### config.mk
export PLATFORM = sky130hd
export DESIGN_NAME = gbr_queue
export DESIGN_NICKNAME = d
export VERILOG_FILES = /design/src/rtl/gbr_pkg.sv /design/src/rtl/gbr_queue.sv
export SDC_FILE = /design/constraint.sdc
export NUM_CORES = 1
export LEC_CHECK = 0
export ABC_CLOCK_PERIOD_IN_PS = 5200
export CAP_MARGIN = 40
export CELL_PAD_IN_SITES_DETAIL_PLACEMENT = 1
export CELL_PAD_IN_SITES_GLOBAL_PLACEMENT = 2
export CORE_UTILIZATION = 48
export CTS_BUF_LIST = sky130_fd_sc_hd__clkbuf_8 sky130_fd_sc_hd__clkbuf_16
export DETAILED_ROUTE_END_ITERATION = 12
export DONT_BUFFER_PORTS = 1
export HOLD_SLACK_MARGIN = 0.03
export PLACE_DENSITY = 0.89
export SLEW_MARGIN = 15
export SYNTH_ARGS = -nofsm -noshare
export SYNTH_HDL_FRONTEND = slang
export SYNTH_SLANG_ARGS = --single-unit
### constraint.sdc
create_clock -name clk -period 5.2 [get_ports clk]
set_clock_uncertainty 0.2 [all_clocks]
set_input_delay 1.04 -clock clk [delete_from_list [all_inputs] [get_ports clk]]
set_output_delay 1.04 -clock clk [all_outputs]
set_load 0.01 [all_outputs]
### src/rtl/gbr_pkg.sv
// Shared constants and types for the Gaussian blur with border renormalization.
// No dependencies; imported by gbr_queue, gbr_front, gbr_back and the top level.
package gbr_pkg;

  // Default values of the top level parameters
  localparam int MAX_WIDTH_DEF = 1024;
  localparam int RADIUS_DEF    = 3;
  localparam int COEF_BITS_DEF = 16;

  // Fixed widths
  localparam int ROW_W      = 13;  // row counters, can hold the frame height itself
  localparam int JOB_COL_W  = 12;  // column field of a job, covers the largest line
  localparam int SLOT_W     = 3;   // ring row index, at most eight rows
  localparam int CFG_IDX_W  = 3;
  localparam int CFG_DATA_W = 16;
  localparam int FW_W       = 11;
  localparam int FH_W       = 13;

  // Register map
  localparam logic [CFG_IDX_W-1:0] REG_FRAME_WIDTH  = 3'd0;
  localparam logic [CFG_IDX_W-1:0] REG_FRAME_HEIGHT = 3'd1;
  localparam logic [CFG_IDX_W-1:0] REG_COEF_CENTER  = 3'd2;
  localparam logic [CFG_IDX_W-1:0] REG_COEF_ONE     = 3'd3;
  localparam logic [CFG_IDX_W-1:0] REG_COEF_TWO     = 3'd4;
  localparam logic [CFG_IDX_W-1:0] REG_COEF_THREE   = 3'd5;

  // Register reset values
  localparam logic [FW_W-1:0]       FRAME_WIDTH_RST  = 11'd640;
  localparam logic [FH_W-1:0]       FRAME_HEIGHT_RST = 13'd480;
  localparam logic [CFG_DATA_W-1:0] COEF_CENTER_RST  = 16'd26152;
  localparam logic [CFG_DATA_W-1:0] COEF_ONE_RST     = 16'd15862;
  localparam logic [CFG_DATA_W-1:0] COEF_TWO_RST     = 16'd3539;
  localparam logic [CFG_DATA_W-1:0] COEF_THREE_RST   = 16'd290;

  // Item kinds
  localparam logic ACT_PIXEL = 1'b0;
  localparam logic ACT_DRAIN = 1'b1;

  // One output pixel to compute
  typedef struct packed {
    logic [ROW_W-1:0]     row;
    logic [JOB_COL_W-1:0] col;
    logic [SLOT_W-1:0]    slot;
    logic                 last;
  } job_t;

endpackage

### src/rtl/gbr_queue.sv
// Two entry job queue between the front and back parts.
// Depends on gbr_pkg for job_t.
module gbr_queue (
  input  logic          clk,
  input  logic          rst,
  input  logic          push,
  input  gbr_pkg::job_t push_job,
  input  logic          pop,
  output logic          valid,
  output logic          empty,
  output gbr_pkg::job_t head
);
  import gbr_pkg::*;

  job_t       entry [2];
  logic       wr_ptr;
  logic       rd_ptr;
  logic [1:0] count;

  assign valid = (count != 2'd0);
  assign empty = (count == 2'd0);
  assign head  = entry[rd_ptr];

  always_ff @(posedge clk) begin
    if (push) begin
      entry[wr_ptr] <= push_job;
    end
    if (rst) begin
      wr_ptr <= 1'b0;
      rd_ptr <= 1'b0;
      count  <= 2'd0;
    end else begin
      if (push) begin
        wr_ptr <= ~wr_ptr;
      end
      if (pop) begin
        rd_ptr <= ~rd_ptr;
      end
      count <= count + {1'b0, push} - {1'b0, pop};
    end
  end

endmodule

### Word-level counts from Yosys, hierarchy flattened

Memory sizes are Yosys's and may differ from the RTL's. A register that Yosys moved wholly into a read port is not among the register bits.
Index checks and enable logic that the tools add are counted.

| cells by class | value |
|---|---|
| add/subtract/negate cells | 2 |
| multipliers | 0 |
| div/mod/pow operators | 0 |
| magnitude comparators | 0 |
| eq/ne operators | 0 |
| shift-type cells | 0 |
| muxes and demuxes | 4 |
| bitwise operators | 2 |
| reductions and logical operators | 2 |

Operator list:

| operator | number |
|---|---|
| $mux 1 | 4 |
| $add 2x1->2 | 1 |
| $logic_not 2->1 | 1 |
| $not 1->1 | 2 |
| $reduce_bool 2->1 | 1 |
| $sub 2x1->2 | 1 |

| storage, ports and cells | value |
|---|---|
| register bits | 4 |
| latch bits | 0 |
| memory bits (writable) | 58 |
| bits in read-only memories | 0 |
| input port bits | 33 |
| output and inout port bits | 31 |
| word-level logic and storage cells | 14 |
| memories | 1 |

Memories:

| name | words | bits a word | rd ports | clocked after Yosys merged registers in | write ports | RTL line | RTL |
|---|---|---|---|---|---|---|---|
| entry | 2 | 29 | 1 | 1 | 1 | gbr_queue.sv:15 | `job_t entry [2];` |

### Logic depth before layout (Yosys ltp)

| depth | value |
|---|---|
| depth in word-level cells | 3 |
| depth in mapped cells | 6 |
| gate-level depth less buffers | 6 |

### Least setup slack after synthesis

OpenSTA, ideal clock, no wires.

| path | value |
|---|---|
| path kind | input to register |
| from | input push |
| to | memory entry[0][0] (netlist bit) (enable) |
| setup time | 0.418 ns |
| data arrival time | 2.359 ns |
| required time | 4.582 ns |
| path slack | 2.222 ns |
| stages on the path | 1 |
| buffers on the path | 0 |
| cells stage by stage | nor2b_1 |

| between the ends | value |
|---|---|
| cells in the longest elaborated chain, start to end | 2 |

Ends and longest elaborated chain:

| element | RTL line | RTL |
|---|---|---|
| start, declared | gbr_queue.sv:6 | `input logic push,` |
| $mux 1 | gbr_queue.sv:25 | `if (push) begin` |
| $mux 1 (implied by the code) | gbr_queue.sv:26 | `entry[wr_ptr] <= push_job;` |
| end, declared | gbr_queue.sv:15 |  |

Every way passes these cells.

==> impl_metrics.ini <==
[outcome]
status = completed

[synthesis]
synth_common_cells = edfxtp_1, mux2_2, mux2_4
yosysUniqueCellTypes = 14
ys.flop_type = edfxtp_1
syn_nets = 146
synth-async-reset-ratio = 0
synth_largest_area_cell = edfxtp_1
synth_top_area_frac = 0.741
ys_top_cells_by_area = edfxtp_1, mux2_2, mux2_4
ys_ff_latch = 63
seq_area_frac_synth = 0.784
synth_edf_count = 58
syn_area_per_cell_um2 = 21.2
yosys_warnings = 0
syn_inst = 111
syn-cell-area_um2 = 2350
synth.most_common_cell = edfxtp_1

[critical_path]
worstPathRequired_ns = 3.96
crit_path_top_delay_cell = mux2_2
crit_path_start_kind = flop
cp_top_family = multiplexers
cp_cell_sequence = buf_4 -> mux2_2
worst-endpoint-arrival_ns = 1.55
crit_path_max_incr_delay_ns = 0.43
crit_path_end_kind = output port
crit_type = reg -> out
path_buf_inv = 1
worst-path-max-fanout = 26

[clock_network]
cts_setup_buffers = 0
cts-resized-gates = 0
htreeDepth = 3
cts-root-buf = clkbuf_8
clock-sinks = 63
cts_tree = done
cts.clk_slew.worst_paths_ns = 0.06
clock_latency_ns = 0.33
cts_hold_buf = 0
cts-buffers-inserted = 9
clockBufferDepth = 2

[power]
total_leakage_power_nw = 0.905
ir_drop_uv = 210
comb_power_share = 0.094
p_int_uw = 850
seqPwrFrac = 0.554
power_density_nw_per_um2 = 417
pwr-share-clk = 0.352
p_sw_frac = 0.217
p_sw_uw = 236

[grt]
track_usage = 0.155
grt_max_degree = 30
grt_pass1_wl_um = 5350
grt_pass1_vias = 1089
grt_overflow = 0
antenna_found_initial = 0

[drt]
dr.first_iter.drc_count = 18
vias = 973
finalWirelength_um = 3600
drt-vias-per-instance = 5.04
ant_nets = 0
wl_per_cell_um = 18.6
drc = 0
drt_pass1_iterations = 4

[place]
gp_congestion = 0.680
dp_hpwl_um = 2380
port_buffers = 0
dp_slack_ns = 2.75

[die]
core-area_um2 = 4720
die_w_um = 72.0
initial_core_util = 0.497
dieArea_um2 = 5180
io_pins = 64
dieHeight_um = 72.0
num_rows = 25

[sta]
period_needed_ns = 2.79
drv_slew = 0
rsz0062_at_grt = no
setup_slack_ns = 2.41
worstMarginPinSlew_ns = 0.404
hold_viol = 0
setup_viol = 0
setup_tns_ns = 0
fin_crit_sh = 0.536
relSlewSlack = 0.730
max_freq_mhz = 359

[finish]
drive_above_1_share = 0.373
final_core_util = 0.552
fin_nets = 157
n_antenna_cell = 0
syn_to_final_growth_pct = 11.0

[worst_hold_path]
hold_class = reg -> reg

[job]
maxCapViolCount = 0
[cells in the final DEF, fill, tap and decap left out, types with 2 or more instances in the layout]
cell type  count
edfxtp_1      58
mux2_2        19
mux2_4        10
clkbuf_8       9
dfxtp_1        5
nor2_1         4
inv_1          3
clkinv_2       3
buf_4          3
xnor2_1        2
ha_1           2
clkinv_1       2
[per-stage QoR]
step / hold slack, ns / instances / area (um2) / total power [mW]
after floorplan: 0.280 / 111 / 2350 / 0.700
final: 0.333 / 193 / 2610 / 1.09
after global routing: 0.395 / 193 / 2610 / 1.13
after detailed placement: 0.310 / 178 / 2430 / 0.718
after global placement: 0.296 / 178 / 2430 / 0.710
after CTS: 0.344 / 193 / 2610 / 1.10
[layout make-up]
class	instances	area, um2
repair buffers	3	22.5
fillers	413	2120
flip-flops and latches	63	1840
multi-input cells	42	472
inverters	3	11.3
clock buffers	9	124
clock inverters	6	52.6
well taps	67	83.8
[tightest hold or removal path: cells and delay by family (launching register included)]
kind / cells / cell delay [ns]
flops: 1 / 0.33
simple gates: 1 / 0.08
xor+xnor: 1 / 0.09
[logic make-up after synthesis]
logic type	after synthesis	share of synthesized area
muxes	29	0.155
DFF	63	0.784
xor gates and xnor gates	3	0.0170
buffers and inverters	6	0.0165
and+or+nand+nor	8	0.0170
adders and majority gates	2	0.0106
[registers in the layout (all words and copies together) (netlist names), named ones only]
signal  cells
count       2
entry      58
rd_ptr      1
wr_ptr      1
[routing by layer]
layer	global-route usage	share of wire	vias up	routed length, um
met3	0.0847	0.10	5	364
met5	0	0	-	0
met1	0.150	0.36	480	1300
li1	-	-	441	-
met4	0.111	0.016	0	57
met2	0.249	0.52	47	1880
[power by group through the flow]
stage / combinational [mW] / sequential (mW) / clock (mW)
4_1_cts: 0.105 / 0.603 / 0.395
2_1_floorplan: 0.0908 / 0.609 / 0
3_5_place_dp: 0.105 / 0.614 / 0
3_3_place_gp: 0.100 / 0.610 / 0
6_report: 0.103 / 0.602 / 0.382
5_1_grt: 0.111 / 0.605 / 0.418
[path summary, 6_finish.rpt]
path / to / depth (start not counted) / from / slack (ns)
setup / recovery: head[1] / 2 / flop / 2.41
hold reg to reg: flop / 2 / rd_ptr / 0.33
hold / removal: flop / 2 / rd_ptr / 0.33
setup reg to reg: entry[1][16] / 2 / wr_ptr / 3.53
(Power assumes the default switching activity.)
