[src/rtl/gbr_pkg.sv]
// Shared constants and types for the Gaussian blur with border renormalization.
// No dependencies; imported by gbr_queue, gbr_front, gbr_back and the top level.
package gbr_pkg;

  // Default values of the top level parameters
  localparam int MAX_WIDTH_DEF = 1024;
  localparam int RADIUS_DEF    = 3;
  localparam int COEF_BITS_DEF = 16;

  // Fixed widths
  localparam int ROW_W      = 13;  // row counters, can hold the frame height itself
  localparam int JOB_COL_W  = 12;  // column field of a job, covers the largest line
  localparam int SLOT_W     = 3;   // ring row index, at most eight rows
  localparam int CFG_IDX_W  = 3;
  localparam int CFG_DATA_W = 16;
  localparam int FW_W       = 11;
  localparam int FH_W       = 13;

  // Register map
  localparam logic [CFG_IDX_W-1:0] REG_FRAME_WIDTH  = 3'd0;
  localparam logic [CFG_IDX_W-1:0] REG_FRAME_HEIGHT = 3'd1;
  localparam logic [CFG_IDX_W-1:0] REG_COEF_CENTER  = 3'd2;
  localparam logic [CFG_IDX_W-1:0] REG_COEF_ONE     = 3'd3;
  localparam logic [CFG_IDX_W-1:0] REG_COEF_TWO     = 3'd4;
  localparam logic [CFG_IDX_W-1:0] REG_COEF_THREE   = 3'd5;

  // Register reset values
  localparam logic [FW_W-1:0]       FRAME_WIDTH_RST  = 11'd640;
  localparam logic [FH_W-1:0]       FRAME_HEIGHT_RST = 13'd480;
  localparam logic [CFG_DATA_W-1:0] COEF_CENTER_RST  = 16'd26152;
  localparam logic [CFG_DATA_W-1:0] COEF_ONE_RST     = 16'd15862;
  localparam logic [CFG_DATA_W-1:0] COEF_TWO_RST     = 16'd3539;
  localparam logic [CFG_DATA_W-1:0] COEF_THREE_RST   = 16'd290;

  // Item kinds
  localparam logic ACT_PIXEL = 1'b0;
  localparam logic ACT_DRAIN = 1'b1;

  // One output pixel to compute
  typedef struct packed {
    logic [ROW_W-1:0]     row;
    logic [JOB_COL_W-1:0] col;
    logic [SLOT_W-1:0]    slot;
    logic                 last;
  } job_t;

endpackage

[src/rtl/gbr_out_if.sv]
// Output channel of the blur block: smoothed pixels.
// No dependencies.
interface gbr_out_if;
  logic       valid;
  logic       ready;
  logic [7:0] pixel_out;
  logic       frame_end;

  modport source (output valid, output pixel_out, output frame_end, input ready);
  modport sink   (input valid, input pixel_out, input frame_end, output ready);
endinterface

[src/rtl/gbr_back.sv]
// Back part: walks the window taps of one job through the line ring, accumulates
// weighted sums, divides and drives the output register. Depends on gbr_pkg.
module gbr_back #(
  parameter int MAX_WIDTH = gbr_pkg::MAX_WIDTH_DEF,
  parameter int RADIUS    = gbr_pkg::RADIUS_DEF,
  parameter int COEF_BITS = gbr_pkg::COEF_BITS_DEF,
  parameter int EW_W      = $clog2(MAX_WIDTH + 1),
  parameter int ADDR_W    = $clog2((2 * RADIUS + 2) * MAX_WIDTH)
) (
  input  logic                      clk,
  input  logic                      rst,
  input  logic [EW_W-1:0]           eff_w,
  input  logic [gbr_pkg::ROW_W-1:0] eff_h,
  input  logic [COEF_BITS-1:0]      coef [4],
  input  logic                      q_valid,
  input  gbr_pkg::job_t             q_head,
  output logic                      pop,
  output logic                      busy_last,
  output logic [ADDR_W-1:0]         ram_raddr,
  input  logic [7:0]                ram_rdata,
  gbr_out_if.source                 res
);
  import gbr_pkg::*;

  localparam int RING   = 2 * RADIUS + 2;
  localparam int SPAN   = 2 * RADIUS + 1;
  localparam int TAP_W  = $clog2(SPAN + 1);
  localparam int WT_W   = 2 * COEF_BITS;
  localparam int PROD_W = WT_W + 8;
  localparam int NUM_W  = PROD_W + 6;
  localparam int DEN_W  = WT_W + 6;
  localparam int CS_W   = JOB_COL_W + 1;

  typedef enum logic [2:0] {S_IDLE, S_TAPS, S_DRAIN, S_DIV, S_DONE} state_t;

  state_t            state;
  job_t              job;
  logic [TAP_W-1:0]  tdx, tdy;
  logic [SLOT_W-1:0] tslot;
  logic              drain_cnt;
  logic [2:0]        bit_i;
  logic [7:0]        quot;

  logic              s1_v, s2_v;
  logic [WT_W-1:0]   s1_wt, s2_wt;
  logic [PROD_W-1:0] s2_prod;
  logic [NUM_W-1:0]  num;
  logic [DEN_W-1:0]  den;

  logic              out_v;
  logic [7:0]        out_pix;
  logic              out_last;

  logic [ROW_W:0]    r_sum;
  logic [CS_W-1:0]   c_sum;
  logic              tap_in;
  logic [1:0]        dist_x, dist_y;
  logic [NUM_W-1:0]  trial;
  logic              out_free;

  assign r_sum  = {1'b0, job.row} + (ROW_W + 1)'(tdy);
  assign c_sum  = {1'b0, job.col} + CS_W'(tdx);
  assign tap_in = (r_sum >= (ROW_W + 1)'(RADIUS)) &&
                  (r_sum < {1'b0, eff_h} + (ROW_W + 1)'(RADIUS)) &&
                  (c_sum >= CS_W'(RADIUS)) &&
                  (c_sum < CS_W'(eff_w) + CS_W'(RADIUS));
  assign dist_x = (tdx >= TAP_W'(RADIUS)) ? 2'(tdx - TAP_W'(RADIUS)) : 2'(TAP_W'(RADIUS) - tdx);
  assign dist_y = (tdy >= TAP_W'(RADIUS)) ? 2'(tdy - TAP_W'(RADIUS)) : 2'(TAP_W'(RADIUS) - tdy);
  assign ram_raddr = ADDR_W'(tslot) * ADDR_W'(MAX_WIDTH) + ADDR_W'(c_sum - CS_W'(RADIUS));

  assign trial    = NUM_W'(den) << bit_i;
  assign out_free = ~out_v | res.ready;
  assign pop      = (state == S_IDLE) && q_valid;
  assign busy_last = (state != S_IDLE) && job.last;

  assign res.valid     = out_v;
  assign res.pixel_out = out_pix;
  assign res.frame_end = out_last;

  // tap pipeline: weight, then product, then accumulate
  always_ff @(posedge clk) begin
    s1_wt   <= coef[dist_x] * coef[dist_y];
    s2_wt   <= s1_wt;
    s2_prod <= s1_wt * ram_rdata;
    if (rst) begin
      s1_v <= 1'b0;
      s2_v <= 1'b0;
    end else begin
      s1_v <= (state == S_TAPS) && tap_in;
      s2_v <= s1_v;
    end
  end

  always_ff @(posedge clk) begin
    if (rst) begin
      state     <= S_IDLE;
      out_v     <= 1'b0;
      tdx       <= '0;
      tdy       <= '0;
      drain_cnt <= 1'b0;
      bit_i     <= '0;
    end else begin
      if (out_v && res.ready) begin
        out_v <= 1'b0;
      end
      if (s2_v) begin
        num <= num + NUM_W'(s2_prod);
        den <= den + DEN_W'(s2_wt);
      end
      unique case (state)
        S_IDLE: begin
          if (q_valid) begin
            job   <= q_head;
            tdx   <= '0;
            tdy   <= '0;
            tslot <= (q_head.slot >= SLOT_W'(RADIUS)) ? q_head.slot - SLOT_W'(RADIUS)
                                                        : q_head.slot + SLOT_W'(RING - RADIUS);
            num   <= '0;
            den   <= '0;
            state <= S_TAPS;
          end
        end
        S_TAPS: begin
          if (tdx == TAP_W'(SPAN - 1)) begin
            tdx   <= '0;
            tdy   <= tdy + TAP_W'(1);
            tslot <= (tslot == SLOT_W'(RING - 1)) ? '0 : tslot + SLOT_W'(1);
            if (tdy == TAP_W'(SPAN - 1)) begin
              drain_cnt <= 1'b0;
              state     <= S_DRAIN;
            end
          end else begin
            tdx <= tdx + TAP_W'(1);
          end
        end
        S_DRAIN: begin
          drain_cnt <= 1'b1;
          if (drain_cnt) begin
            bit_i <= 3'd7;
            quot  <= '0;
            state <= S_DIV;
          end
        end
        S_DIV: begin
          // restoring division, one quotient bit a cycle
          if (num >= trial) begin
            num         <= num - trial;
            quot[bit_i] <= 1'b1;
          end
          if (bit_i == 3'd0) begin
            state <= S_DONE;
          end else begin
            bit_i <= bit_i - 3'd1;
          end
        end
        S_DONE: begin
          if (out_free) begin
            out_v    <= 1'b1;
            out_pix  <= (den == '0) ? 8'd0 : quot;
            out_last <= job.last;
            state    <= S_IDLE;
          end
        end
        default: state <= S_IDLE;
      endcase
    end
  end

endmodule

[src/flat_wrapper.sv]
// flat-port wrapper written by rule: the top's interface ports become plain ports
module gbr_back_flat import gbr_pkg::*;
#(
  parameter int MAX_WIDTH = gbr_pkg::MAX_WIDTH_DEF,
  parameter int RADIUS    = gbr_pkg::RADIUS_DEF,
  parameter int COEF_BITS = gbr_pkg::COEF_BITS_DEF,
  parameter int EW_W      = $clog2(MAX_WIDTH + 1),
  parameter int ADDR_W    = $clog2((2 * RADIUS + 2) * MAX_WIDTH)
)
  (clk, rst, eff_w, eff_h, coef, q_valid, q_head, pop, busy_last, ram_raddr, ram_rdata, res_valid, res_pixel_out, res_frame_end, res_ready);
  gbr_out_if res_i ();
  input  logic clk;
  input  logic rst;
  input  logic [EW_W-1:0] eff_w;
  input  logic [gbr_pkg::ROW_W-1:0] eff_h;
  input  logic [COEF_BITS-1:0] coef[4];
  input  logic q_valid;
  input  gbr_pkg::job_t q_head;
  output logic pop;
  output logic busy_last;
  output logic [ADDR_W-1:0] ram_raddr;
  input  logic [7:0] ram_rdata;
  output wire logic [$bits(res_i.valid)-1:0] res_valid;
  output wire logic [$bits(res_i.pixel_out)-1:0] res_pixel_out;
  output wire logic [$bits(res_i.frame_end)-1:0] res_frame_end;
  input wire logic [$bits(res_i.ready)-1:0] res_ready;
  assign res_valid = res_i.valid;
  assign res_pixel_out = res_i.pixel_out;
  assign res_frame_end = res_i.frame_end;
  assign res_i.ready = res_ready;
  gbr_back #(.MAX_WIDTH(MAX_WIDTH), .RADIUS(RADIUS), .COEF_BITS(COEF_BITS), .EW_W(EW_W), .ADDR_W(ADDR_W)) u_core (.clk(clk), .rst(rst), .eff_w(eff_w), .eff_h(eff_h), .coef(coef), .q_valid(q_valid), .q_head(q_head), .pop(pop), .busy_last(busy_last), .ram_raddr(ram_raddr), .ram_rdata(ram_rdata), .res(res_i));
endmodule
[config.mk]
export PLATFORM = sky130hd
export DESIGN_NAME = gbr_back_flat
export DESIGN_NICKNAME = d
export VERILOG_FILES = /design/src/rtl/gbr_pkg.sv /design/src/rtl/gbr_out_if.sv /design/src/rtl/gbr_back.sv /design/src/flat_wrapper.sv
export SDC_FILE = /design/constraint.sdc
export NUM_CORES = 2
export LEC_CHECK = 0
export BUFFER_PORTS_ARGS = -buffer_cell sky130_fd_sc_hd__buf_2
export CAP_MARGIN = 0
export CORE_MARGIN = 2
export CORE_UTILIZATION = 59
export CTS_CLUSTER_SIZE = 40
export DETAILED_ROUTE_END_ITERATION = 7
export HOLD_SLACK_MARGIN = 0.02
export PLACE_DENSITY = 0.92
export SLEW_MARGIN = 10
export SYNTH_ARGS = -nofsm -noshare
export SYNTH_HDL_FRONTEND = slang
export SYNTH_SLANG_ARGS = --single-unit
[constraint.sdc]
create_clock -name clk -period 7.92 [get_ports clk]
set_clock_uncertainty 0.05 [all_clocks]
set_input_delay 0.792 -clock clk [delete_from_list [all_inputs] [get_ports clk]]
set_output_delay 0.792 -clock clk [all_outputs]
set_load 0.02 [all_outputs]
# --- Word-level counts from Yosys, hierarchy flattened ---
# Cells that the tools add are included.
word_totals:
  reg_bits: 250
  input_bits: 129
  word_cells: 145
classes:
  addsub: 19
  multipliers: 2
  order_cmp: 12
  eq_ne: 15
  n_shift: 1
  mux: 46
  n_bitwise: 6
  reduce_logical: 24
ops:
  columns: ["op", "count"]
  rows:
  - ["two-way mux 46 bit", 3]
  - ["two-way mux 38 bit", 3]
  - ["one-hot mux 46 bit (2 select lines)", 1]
  - ["binary-select mux 16 bit (select 2 bit)", 2]
  - ["two-way mux 16 bit", 4]
  - ["adder 46 x 40 -> 46 bit", 1]
  - ["greater-or-equal comparator 46 bit", 1]
  - ["<< shifter 38 x 3 -> 46 bit", 1]
  - ["subtractor 46 bit", 1]
  - ["two-way mux 3 bit", 15]
  - ["multiplier 32 x 8 -> 40 bit", 1]
  - ["adder 38 x 32 -> 38 bit", 1]
  - ["logical NOT 38 bit", 1]
  - ["multiplier 16 x 16 -> 32 bit", 1]
  - ["one-hot mux 3 bit (2 select lines)", 4]
  - ["two-way mux 8 bit", 2]
  - ["one-hot mux 8 bit (2 select lines)", 1]
  - ["one-hot mux 3 bit (5 select lines)", 1]
  - ["AND reduction 3 bit", 5]
  - ["adder 13 x 2 -> 14 bit, second input constant", 1]
  - ["adder 13 x 3 -> 14 bit", 1]
  - ["greater-or-equal comparator 14 x 2 -> 1 bit, second input constant", 1]
  - ["< comparator 14 bit", 1]
  - ["adder 12 x 3 -> 13 bit", 1]
  - ["35 further kinds", 71]

# --- Logic depth before layout (Yosys ltp) ---
logic_depth:
  depth_word: 7
  mapped_depth: 34
  depth_no_buf: 31

# --- Least setup slack after synthesis ---
# Ideal clock, no wire load.
synth_path:
  path_kind: "register to register"
  start: "reg u_core.tdx[0]"
  end: "reg u_core.s1_wt[31]"
  t_arrival_ns: 7.493
  slack_ns: 0.249
  stages_incl_launch_ff: 31
  synth_period_minus_slack_ns: 7.671
  cell_sequence: "dfxtp_1 clkbuf_1 clkinv_1 ha_1 o32ai_1 clkbuf_1 nand2_1 nand3_1 o21a_1 clkbuf_1 nand2_1 fa_1 inv_1 fa_1 inv_1 fa_1 fa_1 fa_1 inv_1 fa_1 ha_1 a21o_1 a21o_1 a21o_1 nor3_1 o21ai_0 nand4_1 o21ai_0 o211ai_1 mux2i_1 nand4_1"
synth_via:
  elab_chain_cells: 7
  elab_cells_between_ends: 9
  cone_classes: "add/sub (2); mul (1); order compare (1); mux (4); bitwise (1)"
synth_lines:
  columns: ["element", "line", "rtl"]
  rows:
  - ["start: declaration", "gbr_back.sv:38", "logic [TAP_W-1:0] tdx, tdy;"]
  - ["start signal: assignment", "gbr_back.sv:133", "tdx <= tdx + TAP_W'(1);"]
  - ["greater-or-equal comparator 3 x 2 -> 1 bit / subtractor 2 bit (equally long branches)", "gbr_back.sv:67", "assign dist_x = (tdx >= TAP_W'(RADIUS)) ? 2'(tdx - TAP_W'(RADIUS)) : 2'(TAP_W'(RADIUS) - tdx);"]
  - ["two-way mux 2 bit (*)", "gbr_back.sv:67", null]
  - ["inverter 2 -> 3 bit (implied by the code) (*)", "gbr_back.sv:82", "s1_wt <= coef[dist_x] * coef[dist_y];"]
  - ["binary-select mux 16 bit (select 2 bit) (*)", "gbr_back.sv:82", null]
  - ["two-way mux 16 bit (implied by the code) (*) (2 in series)", "gbr_back.sv:82", null]
  - ["multiplier 16 x 16 -> 32 bit (*)", "gbr_back.sv:82", null]
  - ["end signal: assignment", "gbr_back.sv:82", null]
  - ["end: declaration", "gbr_back.sv:45", "logic [WT_W-1:0] s1_wt, s2_wt;"]
# Mark *: on every way between the ends. The rest lies on a longest branch, timed or not. The select of a mux whose other input is x is not followed.
# A chain may end at the register's enable or synchronous reset.

# --- Worst setup path after layout ---
layout_path:
  start: "reg u_core.tdx[0]"
  end: "reg u_core.s1_wt[30]"
# Same word-level chain as after synthesis.

==> flow_summary.yaml <==
setup_path:
  critPathCaptureType: "flip-flop"
  slowest_delay_ns: 0.54
  crit_fanout: 20
  crit_arrival_ns: 8.00
  crit_slowest_cell: "fa_1"
  crit_required_ns: 8.33
  startpoint_type: "flip-flop"
  critPathKind: "reg -> reg"
  crit_top_cell: "fa_1"
timing:
  finalCritPeriodShare_pct: 95.86
  hold_viol: 0
  max_slew_margin_pct: 17.22
  tightestPinTransition_ns: 1.242
  timing.final.ws_setup_ns: 0.3280
  max_freq_mhz: 131.7
  fin_crit_ns: 7.592
  setup_viol: 0
  drv_slew: 0
clocking:
  cts_hold_buf: 0
  cts_inserted_buffers: 30
  root_buffer: "clkbuf_16"
  cts_tree: "yes"
  cts_max_path_buffers: 3
  clk_latency_ns: 0.59
  htree_levels: 1
  clock-sinks: 250
  clk_pin_slew_ns: 0.06
synthesis:
  synth_async_sr_flop_share_pct: 0
  synth_top_area_share_pct: 21.60
  yosys-top-cells-area: "fa_1, ha_1, edfxtp_1"
  synthCells: 3928
  synth-edff-count: 130
  synth_cell_types: 95
  synth_largest_area_cell: "fa_1"
  synth_most_common_cell: "nand2_1"
  synth_warnings: 0
  ys_ff_latch: 250
  syn_avg_cell_area_um2: 8.941
  synth_common_cells: "nand2_1, inv_1, fa_1"
  yosysSeqAreaShare_pct: 17.96
  synth_nets: 4780
  netlist_area_mm2: 0.03512
  synthFlopType: "edfxtp_1"
global_route:
  grtUsageMet2_pct: 53.33
  grt.busiest_layer: "met2"
  antenna_found_initial: 4
  gr-total-overflow: 0
  use_met3_pct: 5.255
  met1_usage_pct: 40.31
  grt_pass1_wl_um: 157000
  grt_pass1_vias: 30890
  grt_max_degree: 83
  gr-usage-all-layers_pct: 31.81
drt:
  drc: 0
  drtPass1Iterations: 8
  drtIter0Drc: 2783
  drt-total-wl_um: 98440
  vias: 30230
  ant_nets: 0
  via_per_inst: 6.251
  wl_per_cell_um: 20.36
run_status:
  outcome: "finished, final reports clean"
layout:
  design_area_mm2: 0.03782
  final_layout_size_suffix_gt1_share_pct: 9.503
  fin_util_pct: 64.20
  area_growth_pct: 7.681
  layout.cells.non_filler: 4836
  fin_nets: 4890
  multi_input_area_mm2: 0.02659
  seq_area_mm2: 0.006312
  fill_cells: 4459
floorplan:
  die_w_um: 248.0
  start_util_pct: 59.62
  rows: 89
  coreArea_mm2: 0.05891
  die_area_mm2: 0.06149
  io_pins: 154
  die_y_um: 248.0
placed_design:
  pre_cts_slack_ns: 0.1378
  dp_hpwl_um: 76560
  place_inst: 4778
  gp_congestion: 1.005
  dpl-instance-area_mm2: 0.03683
  io_buffers: 153
hold_path:
  worstHoldPathType: "in -> reg"
run:
  maxCapViolCount: 0
sequential cells by signal (all words and copies together) (netlist names):
register,cells
u_core.s1_wt,32
u_core.s2_wt,32
u_core.drain_cnt,1
u_core.res.valid,1
u_core.num,46
u_core.job,26
u_core.state,3
u_core.bit_i,3
u_core.s2_v,1
u_core.res.frame_end,1
u_core.tdx,3
u_core.tdy,3
u_core.res.pixel_out,8
u_core.tslot,3
u_core.quot,8
u_core.den,38
u_core.s1_v,1
u_core.s2_prod,40
cell usage in the layout, fill, tap and decap left out, drive strengths merged, types with 122 or more instances in the layout:
cell type / count
nand2: 517
inv: 457
fa: 379
ha: 344
nor2: 224
buf: 223
a21oi: 213
and2: 155
o21ai: 152
xnor2: 136
edfxtp: 130
a21o: 122
kinds of logic (layout without fill, tap and decap cells):
family / after synthesis / count (layout) / synth area share [%]
AOI/OAI and AO/OA: 754 / 754 / 13.97
xor gates and xnor gates: 217 / 217 / 5.412
and+or+nand+nor: 1247 / 1247 / 16.71
DFF: 250 / 250 / 17.96
muxes: 137 / 137 / 5.554
buffers and inverters: 600 / 734 / 6.541
adders and majority gates: 723 / 723 / 33.86
other: 0 / 1 / 0
routing by layer:
| metal | vias up | wire, um |
|---|---|---|
| met4 | 8 | 5020 |
| met1 | 14640 | 37360 |
| li1 | 13530 | - |
| met5 | - | 49 |
| met2 | 1657 | 46880 |
| met3 | 400 | 9122 |
area by class of cell:
class                           instances  share of cell area [%]
Antenna cell                            1                0.006617
Clock buffer                           40                   2.170
Clock inverter                         16                  0.2680
Inverter                              455                   4.520
Multi-Input combinational cell       3078                   70.30
Sequential cell                       250                   16.69
Tap cell                              773                   2.558
Timing Repair Buffer                  223                   3.481
worst max-delay path, delay by kind of cell (launching register included):
| kind | cells | cell delay (ns) |
|---|---|---|
| xor gates and xnor gates | 1 | 0.15 |
| adders and majority gates | 9 | 3.17 |
| buffers and inverters | 5 | 0.72 |
| and+or+nand+nor | 5 | 1.05 |
| AOI/OAI and AO/OA | 9 | 2.00 |
| DFF | 1 | 0.32 |
stage by stage:
stage                     hold WS, ns  setup TNS [ns]
after floorplan                0.2791               0
after global placement         0.3731               0
after detailed placement       0.3766               0
after CTS                      0.3136               0
after global routing           0.3213        -0.03650
final                          0.3281               0
final timing paths:
kind,cells after the start,to,startpoint,slack (ns)
worst max-delay path,29,u_core.s1_wt[30]$_DFF_P_,u_core.tdx[0]$_SDFFE_PP0P_,0.33
worst max register to register,29,u_core.s1_wt[30]$_DFF_P_,u_core.tdx[0]$_SDFFE_PP0P_,0.33
worst min register to register,1,u_core.s2_v$_SDFF_PP0_,u_core.s1_v$_SDFF_PP0_,0.39
worst min-delay path,1,u_core.job[5]$_DFFE_PP_,q_head[5],0.33
timing repair:
| action | CTS | global route |
|---|---|---|
| setup endpoints to repair | 0 | 9 |
| setup buffers | 0 | 1 |
| resized for setup | 0 | 17 |
Power is left out: the tool's default activity adds up to more than one toggle a clock period on the data nets, which glitch-free logic cannot reach.
