**config.mk**
```make
export PLATFORM = sky130hd
export DESIGN_NAME = gbr_front_flat
export DESIGN_NICKNAME = d
export VERILOG_FILES = /design/src/rtl/gbr_pkg.sv /design/src/rtl/gbr_in_if.sv /design/src/rtl/gbr_front.sv /design/src/flat_wrapper.sv
export SDC_FILE = /design/constraint.sdc
export NUM_CORES = 1
export LEC_CHECK = 0
export ABC_AREA = 1
export CAP_MARGIN = 20
export CORE_MARGIN = 2
export CORE_UTILIZATION = 25
export CTS_CLUSTER_DIAMETER = 120
export CTS_CLUSTER_SIZE = 30
export DETAILED_ROUTE_END_ITERATION = 16
export DONT_BUFFER_PORTS = 1
export SYNTH_ARGS = -nofsm -noshare
export SYNTH_HDL_FRONTEND = slang
export SYNTH_SLANG_ARGS = --single-unit
```
**constraint.sdc**
```tcl
create_clock -name clk -period 15.17 [get_ports clk]
set_input_delay 2.2755 -clock clk [delete_from_list [all_inputs] [get_ports clk]]
set_output_delay 2.2755 -clock clk [all_outputs]
set_load 0.01 [all_outputs]
```
**src/rtl/gbr_pkg.sv**
```systemverilog
// Shared constants and types for the Gaussian blur with border renormalization.
// No dependencies; imported by gbr_queue, gbr_front, gbr_back and the top level.
package gbr_pkg;

  // Default values of the top level parameters
  localparam int MAX_WIDTH_DEF = 1024;
  localparam int RADIUS_DEF    = 3;
  localparam int COEF_BITS_DEF = 16;

  // Fixed widths
  localparam int ROW_W      = 13;  // row counters, can hold the frame height itself
  localparam int JOB_COL_W  = 12;  // column field of a job, covers the largest line
  localparam int SLOT_W     = 3;   // ring row index, at most eight rows
  localparam int CFG_IDX_W  = 3;
  localparam int CFG_DATA_W = 16;
  localparam int FW_W       = 11;
  localparam int FH_W       = 13;

  // Register map
  localparam logic [CFG_IDX_W-1:0] REG_FRAME_WIDTH  = 3'd0;
  localparam logic [CFG_IDX_W-1:0] REG_FRAME_HEIGHT = 3'd1;
  localparam logic [CFG_IDX_W-1:0] REG_COEF_CENTER  = 3'd2;
  localparam logic [CFG_IDX_W-1:0] REG_COEF_ONE     = 3'd3;
  localparam logic [CFG_IDX_W-1:0] REG_COEF_TWO     = 3'd4;
  localparam logic [CFG_IDX_W-1:0] REG_COEF_THREE   = 3'd5;

  // Register reset values
  localparam logic [FW_W-1:0]       FRAME_WIDTH_RST  = 11'd640;
  localparam logic [FH_W-1:0]       FRAME_HEIGHT_RST = 13'd480;
  localparam logic [CFG_DATA_W-1:0] COEF_CENTER_RST  = 16'd26152;
  localparam logic [CFG_DATA_W-1:0] COEF_ONE_RST     = 16'd15862;
  localparam logic [CFG_DATA_W-1:0] COEF_TWO_RST     = 16'd3539;
  localparam logic [CFG_DATA_W-1:0] COEF_THREE_RST   = 16'd290;

  // Item kinds
  localparam logic ACT_PIXEL = 1'b0;
  localparam logic ACT_DRAIN = 1'b1;

  // One output pixel to compute
  typedef struct packed {
    logic [ROW_W-1:0]     row;
    logic [JOB_COL_W-1:0] col;
    logic [SLOT_W-1:0]    slot;
    logic                 last;
  } job_t;

endpackage

```
**src/rtl/gbr_in_if.sv**
```systemverilog
// Input channel of the blur block: pixel or drain items.
// No dependencies.
interface gbr_in_if;
  logic       valid;
  logic       ready;
  logic       action;
  logic [7:0] pixel_in;

  modport source (output valid, output action, output pixel_in, input ready);
  modport sink   (input valid, input action, input pixel_in, output ready);
endinterface

```
**src/rtl/gbr_front.sv**
```systemverilog
// Front part: accepts items, stores pixels in the line ring, tracks input and
// output positions and issues one job per output pixel. Depends on gbr_pkg.
module gbr_front #(
  parameter int MAX_WIDTH = gbr_pkg::MAX_WIDTH_DEF,
  parameter int RADIUS    = gbr_pkg::RADIUS_DEF,
  parameter int EW_W      = $clog2(MAX_WIDTH + 1),
  parameter int ADDR_W    = $clog2((2 * RADIUS + 2) * MAX_WIDTH)
) (
  input  logic                      clk,
  input  logic                      rst,
  input  logic                      restart,
  input  logic                      hold,
  input  logic [EW_W-1:0]           eff_w,
  input  logic [gbr_pkg::ROW_W-1:0] eff_h,
  gbr_in_if.sink                    src,
  output logic                      ram_we,
  output logic [ADDR_W-1:0]         ram_waddr,
  output logic [7:0]                ram_wdata,
  output logic                      push,
  output gbr_pkg::job_t             push_job
);
  import gbr_pkg::*;

  localparam int RING  = 2 * RADIUS + 2;
  localparam int COL_W = $clog2(MAX_WIDTH);

  logic [COL_W-1:0]  in_col, in_col_next, out_col, out_col_next;
  logic [ROW_W-1:0]  in_row, in_row_next, out_row, out_row_next;
  logic [SLOT_W-1:0] in_slot, in_slot_next, out_slot, out_slot_next;

  logic            accept, do_pix, out_ready, last;
  logic [ROW_W:0]  row_reach, row_max, row_need;
  logic [EW_W:0]   col_reach, col_max, col_need, col_inc;

  assign src.ready = ~hold;
  assign accept    = src.valid & ~hold;
  assign do_pix    = (src.action == ACT_PIXEL) && (in_row < eff_h);

  assign ram_we    = accept & do_pix;
  assign ram_waddr = ADDR_W'(in_slot) * ADDR_W'(MAX_WIDTH) + ADDR_W'(in_col);
  assign ram_wdata = src.pixel_in;

  assign last = (out_row == eff_h - ROW_W'(1)) && ({1'b0, out_col} == eff_w - EW_W'(1));

  always_comb begin
    in_col_next   = in_col;
    in_row_next   = in_row;
    in_slot_next  = in_slot;
    out_col_next  = out_col;
    out_row_next  = out_row;
    out_slot_next = out_slot;
    col_inc       = (EW_W + 1)'(in_col) + (EW_W + 1)'(1);

    if (do_pix) begin
      if (col_inc >= {1'b0, eff_w}) begin
        in_col_next  = '0;
        in_row_next  = in_row + ROW_W'(1);
        in_slot_next = (in_slot == SLOT_W'(RING - 1)) ? '0 : in_slot + SLOT_W'(1);
      end else begin
        in_col_next = COL_W'(col_inc);
      end
    end

    // lowest row and column that must have arrived before this output
    row_reach = {1'b0, out_row} + (ROW_W + 1)'(RADIUS);
    row_max   = {1'b0, eff_h} - (ROW_W + 1)'(1);
    row_need  = (row_reach > row_max) ? row_max : row_reach;
    col_reach = (EW_W + 1)'(out_col) + (EW_W + 1)'(RADIUS);
    col_max   = {1'b0, eff_w} - (EW_W + 1)'(1);
    col_need  = (col_reach > col_max) ? col_max : col_reach;
    out_ready = ({1'b0, in_row_next} > row_need) ||
                (({1'b0, in_row_next} == row_need) && ((EW_W + 1)'(in_col_next) > col_need));

    if (out_ready) begin
      if ((EW_W + 1)'(out_col) + (EW_W + 1)'(1) >= {1'b0, eff_w}) begin
        out_col_next = '0;
        if (last) begin
          // frame done: both sides start over
          out_row_next  = '0;
          out_slot_next = '0;
          in_row_next   = '0;
          in_col_next   = '0;
          in_slot_next  = '0;
        end else begin
          out_row_next  = out_row + ROW_W'(1);
          out_slot_next = (out_slot == SLOT_W'(RING - 1)) ? '0 : out_slot + SLOT_W'(1);
        end
      end else begin
        out_col_next = out_col + COL_W'(1);
      end
    end
  end

  assign push          = accept & out_ready;
  assign push_job.row  = out_row;
  assign push_job.col  = JOB_COL_W'(out_col);
  assign push_job.slot = out_slot;
  assign push_job.last = last;

  always_ff @(posedge clk) begin
    if (rst || restart) begin
      in_col   <= '0;
      in_row   <= '0;
      in_slot  <= '0;
      out_col  <= '0;
      out_row  <= '0;
      out_slot <= '0;
    end else if (accept) begin
      in_col   <= in_col_next;
      in_row   <= in_row_next;
      in_slot  <= in_slot_next;
      out_col  <= out_col_next;
      out_row  <= out_row_next;
      out_slot <= out_slot_next;
    end
  end

endmodule

```
**src/flat_wrapper.sv**
```systemverilog
// flat-port wrapper written by rule: the top's interface ports become plain ports
module gbr_front_flat import gbr_pkg::*;
#(
  parameter int MAX_WIDTH = gbr_pkg::MAX_WIDTH_DEF,
  parameter int RADIUS    = gbr_pkg::RADIUS_DEF,
  parameter int EW_W      = $clog2(MAX_WIDTH + 1),
  parameter int ADDR_W    = $clog2((2 * RADIUS + 2) * MAX_WIDTH)
)
  (clk, rst, restart, hold, eff_w, eff_h, ram_we, ram_waddr, ram_wdata, push, push_job, src_valid, src_action, src_pixel_in, src_ready);
  gbr_in_if src_i ();
  input  logic clk;
  input  logic rst;
  input  logic restart;
  input  logic hold;
  input  logic [EW_W-1:0] eff_w;
  input  logic [gbr_pkg::ROW_W-1:0] eff_h;
  output logic ram_we;
  output logic [ADDR_W-1:0] ram_waddr;
  output logic [7:0] ram_wdata;
  output logic push;
  output gbr_pkg::job_t push_job;
  input wire logic [$bits(src_i.valid)-1:0] src_valid;
  input wire logic [$bits(src_i.action)-1:0] src_action;
  input wire logic [$bits(src_i.pixel_in)-1:0] src_pixel_in;
  output wire logic [$bits(src_i.ready)-1:0] src_ready;
  assign src_i.valid = src_valid;
  assign src_i.action = src_action;
  assign src_i.pixel_in = src_pixel_in;
  assign src_ready = src_i.ready;
  gbr_front #(.MAX_WIDTH(MAX_WIDTH), .RADIUS(RADIUS), .EW_W(EW_W), .ADDR_W(ADDR_W)) u_core (.clk(clk), .rst(rst), .restart(restart), .hold(hold), .eff_w(eff_w), .eff_h(eff_h), .src(src_i), .ram_we(ram_we), .ram_waddr(ram_waddr), .ram_wdata(ram_wdata), .push(push), .push_job(push_job));
endmodule
```
Yosys cells after proc, flatten, opt, wreduce, memory -nomap -nowiden
Cells that the tools add are included.
- multiply operators: 0
- equality and inequality tests: 5
- add/subtract/negate cells: 14
- shift-type cells: 0
- reduce and logical (&&, ||, !) cells: 7
- $lt $le $gt $ge: 7
- multiplexer cells: 22
- divide/modulo/power cells: 0
- bitwise operators: 5
- operator list (cell ; count):
    13-bit 2-to-1 mux ; 6
    10-bit 2-to-1 mux ; 6
    13-bit by 1-bit adder with 13-bit output (second input constant) ; 2
    12-bit by 11-bit >= comparator with 1-bit output ; 2
    3-bit 2-to-1 mux ; 8
    10-bit by 1-bit adder with 11-bit output (second input constant) ; 2
    13-bit by 2-bit adder with 14-bit output (second input constant) ; 1
    13-bit by 14-bit == test with 1-bit output ; 1
    13-bit by 14-bit greater-than comparator with 1-bit output ; 1
    14-bit greater-than comparator ; 1
    14-bit 2-to-1 mux ; 1
    13-bit by 1-bit subtractor with 14-bit output (second input constant) ; 1
    13-bit by 10-bit adder with 13-bit output ; 1
    13-bit == test ; 1
    13-bit < comparator ; 1
    13-bit by 1-bit subtractor with 13-bit output (second input constant) ; 1
    10-bit by 12-bit greater-than comparator with 1-bit output ; 1
    12-bit greater-than comparator ; 1
    12-bit 2-to-1 mux ; 1
    11-bit by 1-bit subtractor with 12-bit output (second input constant) ; 1
    10-bit by 2-bit adder with 11-bit output (second input constant) ; 1
    10-bit by 11-bit == test with 1-bit output ; 1
    11-bit by 1-bit subtractor with 11-bit output (second input constant) ; 1
    10-bit by 1-bit adder with 10-bit output (second input constant) ; 1
    other kinds (8) ; 16
- flip-flop bits (word level): 52
- ROM bits: 0
- output and inout port bits: 53
- RAM bits: 0
- bits in latches: 0
- memories kept: 0
- input port bits: 38

Depth between registers and ports, before layout
Gate-level depths: netlist (run 1).
- depth after elaboration: 8
- depth in mapped cells: 39
- mapped depth without buffers: 37

Worst setup path before layout (run 1)
Ideal clock, no wire load.
- path type: input port to output port
- from: in eff_h[0] (netlist name)
- to: out push
- data arrival time: 5.679 ns
- cell stages on the path: 29
- path buffers: 2
- path slack: 7.216 ns
- cells stage by stage: inv_1 -> ha_1 -> nand2_2 -> nor2_4 -> nand3_2 -> xor2_1 -> ha_1 -> nand2_1 -> nor3_1 -> nand2_1 -> nand2_1 -> nand2_1 -> inv_1 -> clkbuf_1 -> o21ai_0 -> ha_1 -> nand2_1 -> nor2_1 -> o21ai_0 -> nand3_1 -> nand2_1 -> nand2_1 -> nand2_1 -> nand2_1 -> nand2_1 -> nor2_1 -> nand2_2 -> nor2_4 -> buf_2
- word-level cells in the longest chain between the ends: 7
- RTL lines (what ; RTL line ; RTL):
    start: declaration ; flat_wrapper.sv:16 ; input logic [gbr_pkg::ROW_W-1:0] eff_h;
    parallel branches: the longest is 5 deep, another holds 13-bit by 1-bit subtractor with 14-bit output ; -- ;
    1-bit logical OR * ; gbr_front.sv:71 ; out_ready = ({1'b0, in_row_next} > row_need) ||
    1-bit bitwise AND * ; gbr_front.sv:94 ; assign push = accept & out_ready;
    end: declaration ; flat_wrapper.sv:20 ; output logic push;
Every way passes the cells marked *.

Final worst setup path (run 1)
- from: in eff_h[1] (netlist name)
- to: out push
The elaborated chain is that of the path after synthesis.

==> results of run 1 <==
## metal layers
metal | GRT usage (%) | up-vias | wire length, um
met5 | 0 | - | 0
met4 | 4.45 | 0 | 534
met3 | 3.67 | 33 | 1570
met2 | 26.0 | 183 | 10800
met1 | 19.0 | 3257 | 10400
li1 | - | 3687 | -
## per-stage QoR
| step | cell area [um^2] | total power [mW] | setup slack [ps] | hold slack, ps | std cells |
|---|---|---|---|---|---|
| after CTS | 7620 | 0.337 | 6640 | 547 | 1514 |
| after detailed placement | 7470 | 0.210 | 6650 | 534 | 1506 |
| after global placement | 7470 | 0.209 | 6700 | 521 | 1506 |
| final | 7620 | 0.334 | 6600 | 548 | 1514 |
| after floorplan | 7230 | 0.195 | 7220 | 478 | 1164 |
| after global routing | 7620 | 0.352 | 6070 | 592 | 1514 |
## worst max-delay path by stage
stage                     endpoint  slack (ps)
after global placement        push        6700
after floorplan               push        7220
after detailed placement      push        6650
final                         push        6600
after CTS                     push        6640
after global routing          push        6070
## final cells by class
| type | instances | area [um^2] | share of cell area (%) |
|---|---|---|---|
| clock buffers | 5 | 125 | 1.64 |
| clock inverters | 3 | 26.3 | 0.345 |
| inverters | 165 | 624 | 8.19 |
| multi-input cells | 903 | 5310 | 69.7 |
| flip-flops and latches | 52 | 1040 | 13.7 |
| well taps | 384 | 480 | 6.30 |
| repair buffers | 2 | 15.0 | 0.197 |
## state kept, by name, summed over array words and instances (netlist names)
register         count
u_core.in_row       13
u_core.out_slot      3
u_core.in_col       10
u_core.in_slot       3
u_core.out_row      13
u_core.out_col      10
## worst max-delay path, delay by kind of cell
family / cells / cell delay [ps]
AND/OR/NAND/NOR: 19 / 2330
adder cells (fa/ha/maj): 3 / 760
buffers and inverters: 2 / 370
XOR/XNOR: 1 / 370
AO/OA/AOI/OAI: 2 / 190
## power groups by stage
stage / logic, mW / registers, mW / clock network (mW)
4_1_cts: 0.0689 / 0.138 / 0.130
3_3_place_gp: 0.0677 / 0.141 / 0
2_1_floorplan: 0.0538 / 0.141 / 0
6_report: 0.0693 / 0.138 / 0.127
3_5_place_dp: 0.0685 / 0.141 / 0
5_1_grt: 0.0787 / 0.138 / 0.135
## layout by cell type (no fill, tap or decap), types with 3 or more instances in the layout
cell       instances
a21oi_1           83
xnor2_1            6
a21oi_2            6
ha_1              94
o2111ai_1          3
nand3_2           12
nor2_1            93
nor2_4             7
nor3_1            15
inv_2              5
nor4_1             4
inv_1            158
nor2_2             4
nand4_1           12
o21ai_0           69
clkbuf_16          5
a21o_1             3
nand2_1          302
dfxtp_1           52
o21bai_1           4
nand3_1           95
o22ai_1            5
xor2_2             6
xnor3_1            3
nand2_2            8
xor2_1            53
## logic make-up (layout without fill, tap and decap cells)
logic type / count (synthesis) / in the layout / synth area share (%)
other: 1 / 2 / 0.0519
multiplexers: 1 / 1 / 0.139
flip-flops: 52 / 52 / 14.4
adder cells (fa/ha/maj): 94 / 94 / 16.3
AO/OA/AOI/OAI: 179 / 179 / 13.4
XOR/XNOR: 68 / 68 / 9.44
buffers and inverters: 209 / 175 / 12.2
AND/OR/NAND/NOR: 559 / 559 / 34.1
==> impl_results.md, run 1 <==
* Slew HR at 33.2%
* Overall routing resource usage at between 10% and 20%
* LEAKAGE at roughly 3.5 nW
* Residual DRC at 0
* Syn Area/Cell at between 6 and 7 um^2
* Critical Path RT at about 13000 ps
* # setup viols final at 0
* Sw frac at ~34%
* Cells after synthesis at roughly 1.2k
* Hold-fix buffers, CTS at 0
* HP Class: flip-flop to flip-flop
* Critical Path Sink Type: output port
* Io pins at a little over 90
* Cell area after synthesis at slightly above 7000 um^2
* Pin count of the biggest net entering global routing at 46
* Layout cell share with drive strength beyond 1 at 5.66%
* Hpwl dp at 19300 um
* Post-route ant nets at 0
* Starting Density at 25.3%
* Yosys top cell by area: ha_1
* Core occupancy in the finished layout at 26.7%
* Final worst path period share at roughly 57%
* Vias/cell at ~4.7
* ANT cells at 0
* Most used cell along the critical path: nand2_1
* Worst R2R Setup Slack at between 9000 and 10000 ps
* Final Hold Viols at 0
* PostCTS Resize Cnt at 0
* Register share of total power at about two fifths
* Number of synthesized register bits at between 50 and 60
* Worst hold start: u_core.in_row[5]
* Antenna violations before repair at 0
* Hold path depth at 2
* Initial DRC count at ~540
* Die area at approximately 30000 um^2
* Sequential fraction of the synthesis area at between 10% and 20%
* # port buffers at 0
* Crit-path max cell delay at 370 ps
* Gpl congestion at 0.947
* CTS H-Tree Depth at 2
* Skew-Pair Late Insertion Delay at 320 ps
* Combinational power share at 20.8%
* Final #Nets at ~1.3k
* Synth cell types at 45
* Filler cell count at ~3.3k
* Root Buffer: clkbuf_16
* Ys Warns at 0
* Slew at the pin with the worst max-slew slack at between 1000 and 1500 ps
* Area Overhead vs Synth at 5.47%
* Setup_tns at 0 ps
* CP arrival at roughly 6300 ps
* Clock power frac at 37.9%
* Max Slew Vio Count at 0
* CP Max Fanout at 15
* Internal at between 0.2 and 0.25 mW
* Clk sinks at 52
* Via Count at between 7k and 8k
* Final min period at between 8000 and 9000 ps
* R2R Path End: u_core.out_row[0]
* First-pass GRT wire length at between 30000 and 40000 um
* Slowest cell on crit path: xor2_1
* CTS Buffer Depth at 2
* Vias in the first global route at between 6k and 7k
* CTS tree: built
* Number of synthesized flops with an enable pin at 0
* Reg2Reg Depth at 30
* Die width at around 170 um
* Most frequent cell after synthesis: nand2_1
* Max_cap viols at 0
* Die H at approximately 170 um
* Setup Fix Bufs, Post-CTS at 0
* Status: finished clean
* Synth top area cells: ha_1 (16%), nand2_1 (16%), dfxtp_1 (14%)
* Dominant register cell in the synthesized netlist: dfxtp_1
* Setup Crit Path Kind: input pin to output port
* TritonCTS Buffers at 5
* Synth async-reset ratio at 0%
* Peak Freq at approximately 120 MHz
* FP Rows at a little over 60
* Critical path launch point: eff_h[1]
* Peak supply drop at 36.8 uV
* Clk pin slew, worst setup/hold paths at ~80 ps
* Worst Hold Path EP: u_core.in_row[5]
* Mean routed wirelength per cell at 15.4 um
* Congestion Overflow GR at 0
* Top cells by count, synth: nand2_1 (302), inv_1 (158), nand3_1 (95)
* 1st-pass router iterations at 5
* Synth top area share at 16.3%
* Clk_skew at between 15 and 20 ps
* Worst Setup Start Kind: input pin
* Start of the worst register-to-register path: u_core.in_col[0]
* Psw at between 0.1 and 0.15 mW
* PwrDens at 43.8 nW/um^2
* Core region area at about 29000 um^2
* RSZ-0062 raised after global routing: false
* Routed wire length at 23300 um
Power figures use the tool's default switching activity.
==> inputs of run 2 (changes only) <==
Clock period 15.17 ns to 8.5 ns, I/O delays scaled along.
==> run 2 against run 1 <==
Against the previous run: combinational power up 79%; first-iteration DRC count grew 9.6%; die area stayed put; largest power group unchanged; global-route usage barely moved.
==> impl_results.md, run 2 (synthesis gave the netlist of run 1 again) <==
* Status: finished clean
* Slew at the pin with the worst max-slew slack at roughly 1000 ps
* Clk sinks at 52
* Antenna violations before repair at 0
* Io pins at 91
* Finished Cell Area at 7620 um^2
* Die area at around 30000 um^2
* PostCTS Resize Cnt at 0
* Final #Nets at about 1.3k
* Gpl congestion at a little under 1
* HP Class: flip-flop to flip-flop
* Clk_skew at roughly 14 ps
* PwrDens at approximately 78 nW/um^2
* Placed instance area at between 7000 and 8000 um^2
* Via Count at 7216
* Dpl cells at 1506
* Residual DRC at 0
* Final Hold Viols at 0
* Pin count of the biggest net entering global routing at 46
* Core region area at 28500 um^2
* Peak Freq at between 150 and 200 MHz
* Commonest cells after routing, fill and taps aside: nand2_1 (302), inv_1 (158), nand3_1 (95)
* Worst Setup Start Kind: flip-flop
* CTS H-Tree Depth at 2
* Die H at 174 um
* Peak supply drop at 67.3 uV
* Area Overhead vs Synth at 5.45%
* Final min period at 6620 ps
* RSZ-0062 raised after global routing: false
* FP Rows at between 60 and 70
* TritonCTS Buffers at 5
* Setup Crit Path Kind: flip-flop to output port
* Max Slew Vio Count at 0
* Design Power at 0.592 mW
* Layout cell share with drive strength beyond 1 at approximately 5.7%
* Initial DRC count at 595
* Non-Filler Instances at roughly 1.5k
* Hpwl dp at ~19000 um
* Post-route ant nets at 0
* Starting Density at 25.3%
* CP arrival at around 5300 ps
* Setup Fix Bufs, Post-CTS at 0
* Critical Path RT at just over 7000 ps
* CTS Buffer Depth at 2
* 1st-pass router iterations at 5
* Routed wire length at 23400 um
* LEAKAGE at roughly 3.5 nW
* Hold-fix buffers, CTS at 0
* # port buffers at 0
* Slew HR at 33.4%
* Max_cap viols at 0
* Critical Path Sink Type: output port
* Skew-Pair Late Insertion Delay at roughly 310 ps
* # setup viols final at 0
* Biggest registers after layout: u_core.in_row: 13 flops, u_core.out_row: 13 flops
* Mean routed wirelength per cell at 15.4 um
* ANT cells at 0
* Setup_tns at 0 ps
* First-pass GRT wire length at 36800 um
* Die width at 174 um
* Vias in the first global route at ~6.8k
* Final worst path period share at about 78%
* Root Buffer: clkbuf_16
* Vias/cell at roughly 4.8
* Clk pin slew, worst setup/hold paths at 80 ps
* Congestion Overflow GR at 0
* Overall routing resource usage at 15.3%
* CTS tree: built
* Commonest non-fill, non-tap cell in the layout: nand2_1
* CP Max Fanout at 22
-- run 2: changes by cell type in the layout (fill, tap and decap cells not counted), sizes merged --
cell / change
clkinv: -1
clkinvlp: +1
-- run 2: metrics by stage --
step	util (%)	setup slack (ps)	hold WS (ps)
2_1_floorplan	-	2550	478
3_3_place_gp	26.2	2050	519
3_5_place_dp	26.2	1970	529
4_1_cts	26.7	1890	545
5_1_grt	26.7	1310	590
6_report	26.7	1880	546
-- run 2: critical path, cell delays in order, from the launching register on --
cell     delay, ps
dfxtp_1        570
ha_1           270
nand3_1        150
nor3_1         260
nand2_1        130
xor2_1         210
inv_1           70
ha_1           270
nand2_1         60
nor2_1          60
a21oi_1        150
nand3_1        540
nand2_1        390
inv_1          130
o21ai_0        450
ha_1           250
inv_1           40
nor2_1          70
o21ai_0         80
nand3_1         80
nand2_1         50
nand2_1         60
nand2_1         50
nand2_1         50
nand2_1         50
nor2_1         110
nand2_2         90
nor2_4         350
-- run 2: path summary, 6_finish.rpt --
path                startpoint           endpoint  slack, ps  cells past startpoint
max           u_core.in_col[0]               push       1880                     27
min          u_core.in_row[10]  u_core.in_row[10]        550                      2
min reg2reg  u_core.in_row[10]  u_core.in_row[10]        550                      2
max reg2reg   u_core.in_col[0]  u_core.in_slot[0]       2650                     30
-- run 2: final cells by class --
type                       instances  area, um^2
clock buffer                       5         125
inverter                         165         624
sequential                        52        1040
multi-input combinational        903        5310
timing repair buffer               2        15.0
tap                              384         480
clock inverter                     3        25.0
fill                            3287       20900
-- run 2: report_power, final --
part	leakage [nW]	internal [mW]	switching [mW]	total [mW]
registers	0.419	0.244	0.00205	0.246
clock network	0.0708	0.112	0.111	0.223
logic	3.00	0.0380	0.0855	0.124
-- run 2: routing by layer --
metal,track usage [%],vias to the layer above,share of wire (%)
li1,-,3680,-
met5,0,-,0
met1,19.2,3314,45
met4,4.24,0,2.1
met3,3.17,30,5.9
met2,26.3,192,47
